**src/sv/slp_pkg.sv**
```systemverilog
// ----------------------------------------------------------------------------
// slp_pkg: shared definitions of the store/load value predictor
// Table depth, derived widths and the structs passed along the cell chain.
// ----------------------------------------------------------------------------
package slp_pkg;

	localparam int ENTRIES = 64;
	localparam int SLOT_W  = (ENTRIES > 1) ? $clog2(ENTRIES) : 1;
	localparam int FILL_W  = $clog2(ENTRIES + 1);
	localparam int CAP_W   = 7;
	localparam int DATA_W  = 64;
	localparam int CMP_W   = (CAP_W > FILL_W) ? CAP_W : FILL_W;
	localparam int SUM_W   = FILL_W + 1;

	// Request operation codes.
	localparam logic OP_STORE = 1'b0;
	localparam logic OP_LOAD  = 1'b1;

	// Lookup token that walks the chain, one cell per cycle.
	typedef struct packed {
		logic              valid;
		logic              hit;
		logic [DATA_W-1:0] pred;
	} token_t;

	// Request fields held stable while the token walks.
	typedef struct packed {
		logic [DATA_W-1:0] addr;
		logic [DATA_W-1:0] data;
		logic              wr_ok;
	} req_t;

	// Insertion and eviction commands broadcast at the end of a walk.
	typedef struct packed {
		logic              ins_en;
		logic [SLOT_W-1:0] ins_slot;
		logic              inv_en;
		logic [SLOT_W-1:0] inv_slot;
	} ctl_t;

endpackage

```
**src/sv/slp_cell.sv**
```systemverilog
// ----------------------------------------------------------------------------
// slp_cell: one table slot of the predictor chain
// Holds one address/value pair, compares it against the passing token and
// hands the updated token to the next cell.
// ----------------------------------------------------------------------------
module slp_cell (
	input  logic                      clk,
	input  logic                      arst_n,
	input  logic [slp_pkg::SLOT_W-1:0] slot_id,
	input  slp_pkg::req_t             req,
	input  slp_pkg::ctl_t             ctl,
	input  slp_pkg::token_t           token_in,
	output slp_pkg::token_t           token_out
);
	import slp_pkg::*;

	logic [DATA_W-1:0] addr_q;
	logic [DATA_W-1:0] val_q;
	logic              valid_q;
	token_t            token_q;
	logic              match;
	logic              ins_here;

	assign match     = token_in.valid && valid_q && (addr_q == req.addr);
	assign ins_here  = ctl.ins_en && (ctl.ins_slot == slot_id);
	assign token_out = token_q;

	always_ff @(posedge clk or negedge arst_n) begin
		if (!arst_n) begin
			valid_q <= 1'b0;
			token_q <= '0;
		end else begin
			token_q.valid <= token_in.valid;
			token_q.hit   <= token_in.hit | match;
			token_q.pred  <= match ? val_q : token_in.pred;
			// Insertion wins over eviction when both name this slot.
			if (ins_here) begin
				valid_q <= 1'b1;
			end else if (ctl.inv_en && (ctl.inv_slot == slot_id)) begin
				valid_q <= 1'b0;
			end
		end
	end

	always_ff @(posedge clk) begin
		if (ins_here) begin
			addr_q <= req.addr;
			val_q  <= req.data;
		end else if (match && req.wr_ok) begin
			// Overwriting with an equal value on a correct load is harmless.
			val_q <= req.data;
		end
	end

endmodule

```
**config.mk**
```make
export PLATFORM = sky130hd
export DESIGN_NAME = slp_cell
export DESIGN_NICKNAME = d
export VERILOG_FILES = /design/src/sv/slp_pkg.sv /design/src/sv/slp_cell.sv
export SDC_FILE = /design/constraint.sdc
export NUM_CORES = 1
export LEC_CHECK = 0
export BUFFER_PORTS_ARGS = -buffer_cell sky130_fd_sc_hd__buf_2
export CORE_ASPECT_RATIO = 1.25
export CORE_UTILIZATION = 24
export CTS_CLUSTER_SIZE = 12
export DETAILED_ROUTE_END_ITERATION = 6
export GPL_TIMING_DRIVEN = 0
export PLACE_DENSITY_LB_ADDON = 0.08
export SLEW_MARGIN = 20
export SYNTH_ARGS = -nofsm -noshare
export SYNTH_HDL_FRONTEND = slang
export SYNTH_SLANG_ARGS = --single-unit
```
**constraint.sdc**
```tcl
create_clock -name clk -period 4.9 [get_ports clk]
set_input_delay 0.245 -clock clk [delete_from_list [all_inputs] [get_ports clk]]
set_output_delay 0.245 -clock clk [all_outputs]
set_load 0.01 [all_outputs]
```
==> key figures <==
Timing
  • Worst-Margin Slew: between 700 and 800 ps
  • Final WS setup: ~1300 ps
  • Final setup fails: 0
  • Hold WS: 30.1 ps
  • Final TNS setup: 0 ps
  • Tcrit/Tclk final: approximately 73%
  • Clock skew: about 16 ps
  • Final Max Tran Viols: 0
  • RSZ-0062 raised after global routing: no
  • Max Clk Rate: approximately 0.28 GHz
  • Fin crit period: between 3000 and 4000 ps
  • Final hold violation count: 0
  • Relative slew margins: ~53%

Yosys
  • Prevailing post-synth register cell: edfxtp_1
  • Mapped Avg Cell Area: 18.8 um2
  • Post-synth EDFFs: 128
  • Mapped cell area: between 7000 and 8000 um2
  • Unique masters post-synth: 28
  • Total number of yosys warnings: 0
  • Post-synthesis sequential area ratio: 74.9%
  • FFs w/ async S/R, synth: around a third
  • Synthesized flop and latch total: between 150 and 200
  • Syn_nets: between 600 and 700
  • Synthesized instance count: 393

GRT
  • Global route overflow: 0
  • Number of global-route vias before repair: just over 5,000
  • Total Routing Usage GR: 12.0%
  • Antenna violations before repair: 3
  • First-pass GRT wire length: approximately 29,000 um
  • Largest net degree at the start of global routing: 49

Route
  • First-pass iteration count of the detailed router: 4
  • Routed Antenna Nets: 0
  • Routed vias/inst: a little under 4
  • Final WL: 18,900 um
  • DR iter-0 viols: around 120
  • Detailed-route via count: 4,795
  • Residual DRC: 0
  • WL per Instance: about 15 um

Final layout
  • Nets: around 1,000
  • Share of post-route cells with drive strength above 1: about 47%
  • Final instance area: roughly 11,000 um2
  • Fill count: ~2,900
  • Area growth from synthesis to layout: 53.2%

Floorplanning
  • Starting Density: about a quarter
  • Core Area: ~30,000 um2
  • Die width: about 160 um
  • # rows: approximately 70
  • Number of I/O pins: approximately 280
  • Chip Height: just under 200 um
  • Die footprint: between 30,000 and 40,000 um2

Placement
  • Port Buffers: 282
  • Final HPWL DP: 14,200 um
  • Pre-CTS WS: around 1200 ps
  • Final GP Congestion: 0.797
  • Post-Place Cell Area: roughly 9400 um2

CTS
  • Post-CTS setup repair buffer count: 0
  • Total CTS buffers: 17
  • CTS H-Tree Depth: 4
  • Clock latency on the worst-skew pair: about 430 ps
  • CTS clk-pin slew, worst paths: around 70 ps
  • Clk buf depth: 2
  • Root Driver: clkbuf_16
  • Sink Count: a little under 200
  • CTS tree: yes

Pwr
  • Lkg Pwr: 4.77 nW
  • Worst VDD drop: 0.193 mV
  • PD cells: 323 nW/um2
  • Total Power: roughly 3.6 mW

Worst setup path
  • Max stage delay on crit path: between 600 and 700 ps
  • CP cell instances: dlygate4sd3_1 > buf_2 > xnor2_1 > nand4_1 > nor4_1 > nand4_1 > or4_4 > buf_6 > buf_6 > o21bai_4 > buf_12
  • R2R setup slack: between 1000 and 1500 ps
  • CP top delay family: simple AND/OR/NAND/NOR gates
  • Crit end category: register
  • Crit Path Category: in2reg
  • Critical Path AT: 3710 ps
  • WP data required: 5030 ps
  • CP max stage cell: or4_4
  • Worst setup SP type: input port
  • Critical path buffers and inverters: 5
  • Max Fanout on Critical Path: 24

Status
  • Status: finished, final reports clean

Hold path
  • Min-delay worst type: in2reg

Job
  • Max cap viols: 0
[metrics by stage]
stage	std cells	util (%)
2_1_floorplan	393	-
3_3_place_gp	1076	30.9
3_5_place_dp	1085	31.4
4_1_cts	1238	37.5
5_1_grt	1238	37.5
6_report	1240	37.5
[cell type report]
type	count	area [um2]	share of cell area, %
clock inverter	14	191	1.70
timing repair buffer	412	2760	24.4
antenna	2	5.00	0.0443
tap	401	502	4.44
multi-input combinational	172	1740	15.4
clock buffer	18	439	3.89
buffer	7	66.3	0.587
inverter	19	71.3	0.632
sequential	195	5520	48.9
[placed cells by master (no fill, tap or decap), types with 3 or more instances in the layout]
master,instances
inv_6,3
a22oi_1,4
clkbuf_16,17
buf_2,283
nor4_1,5
dfrtp_1,67
clkinv_4,3
mux2_4,38
buf_6,8
xnor2_1,43
buf_4,3
nand2b_1,5
inv_8,3
xor2_1,15
bufinv_16,3
edfxtp_1,128
o22ai_1,6
inv_1,19
mux2_2,26
dlygate4sd3_1,121
nand4_1,12
[cell families (layout without fill, tap and decap cells)]
family                    count (synthesis)  after routing  synth area share [%]
buffers and inverters                    26            470                  1.87
AOI/OAI and AO/OA                        19             19                  1.97
muxes                                    64             64                  11.7
other                                     0              2                     0
and+or+nand+nor                          31             31                  2.65
xor gates and xnor gates                 58             58                  6.89
DFF                                     195            195                  74.9
[registers in the layout, indices dropped and copies added (netlist names)]
signal / cells
token_out: 66
valid_q: 1
addr_q: 64
val_q: 64
[report_power, final]
| part | internal [mW] | leakage (nW) | switching, mW |
|---|---|---|---|
| clock | 0.837 | 0.303 | 0.666 |
| sequential | 1.80 | 1.93 | 0.0125 |
| combinational | 0.202 | 2.53 | 0.128 |
| total | 2.84 | 4.77 | 0.806 |
[cell usage after synthesis, types with 2 or more instances]
cell       count  area [um2]
buf_6          5        56.3
a22oi_1        4        30.0
a22o_1         2        17.5
nand2_1        2        7.51
nand4_1       12        75.1
xor2_1        15         131
nor4_1         6        37.5
dfrtp_1       67        1680
buf_2          2        10.0
inv_1         19        71.3
xnor2_1       43         377
mux2_4        38         571
mux2_2        26         293
edfxtp_1     128        3840
o22ai_1        6        37.5
nand2b_1       5        31.3
o2111ai_1      2        17.5
[routing by layer]
| metal | global-route usage, % | part of all wire, % | wire length, um |
|---|---|---|---|
| met3 | 4.92 | 7.8 | 1480 |
| met5 | 0 | 0.053 | 10 |
| met1 | 13.4 | 40 | 7620 |
| met4 | 3.78 | 0.91 | 172 |
| met2 | 20.9 | 51 | 9630 |
[worst paths after layout]
check | from | to | cells past startpoint
worst max-delay path | req[127] | val_q[43] | 11
worst min-delay path | req[112] | addr_q[47] | 1
worst max register to register | addr_q[62] | val_q[43] | 9
worst min register to register | val_q[25] | token_out[25] | 1
max in group asynchronous | arst_n | valid_q | 3
min in group asynchronous | arst_n | token_out[53] | 2
[repair_timing]
action,in CTS,in global routing
resized for setup,0,0
hold endpoints to repair,139,0
hold buffers,121,0
No activity file was read; power rests on OpenSTA's default activity.
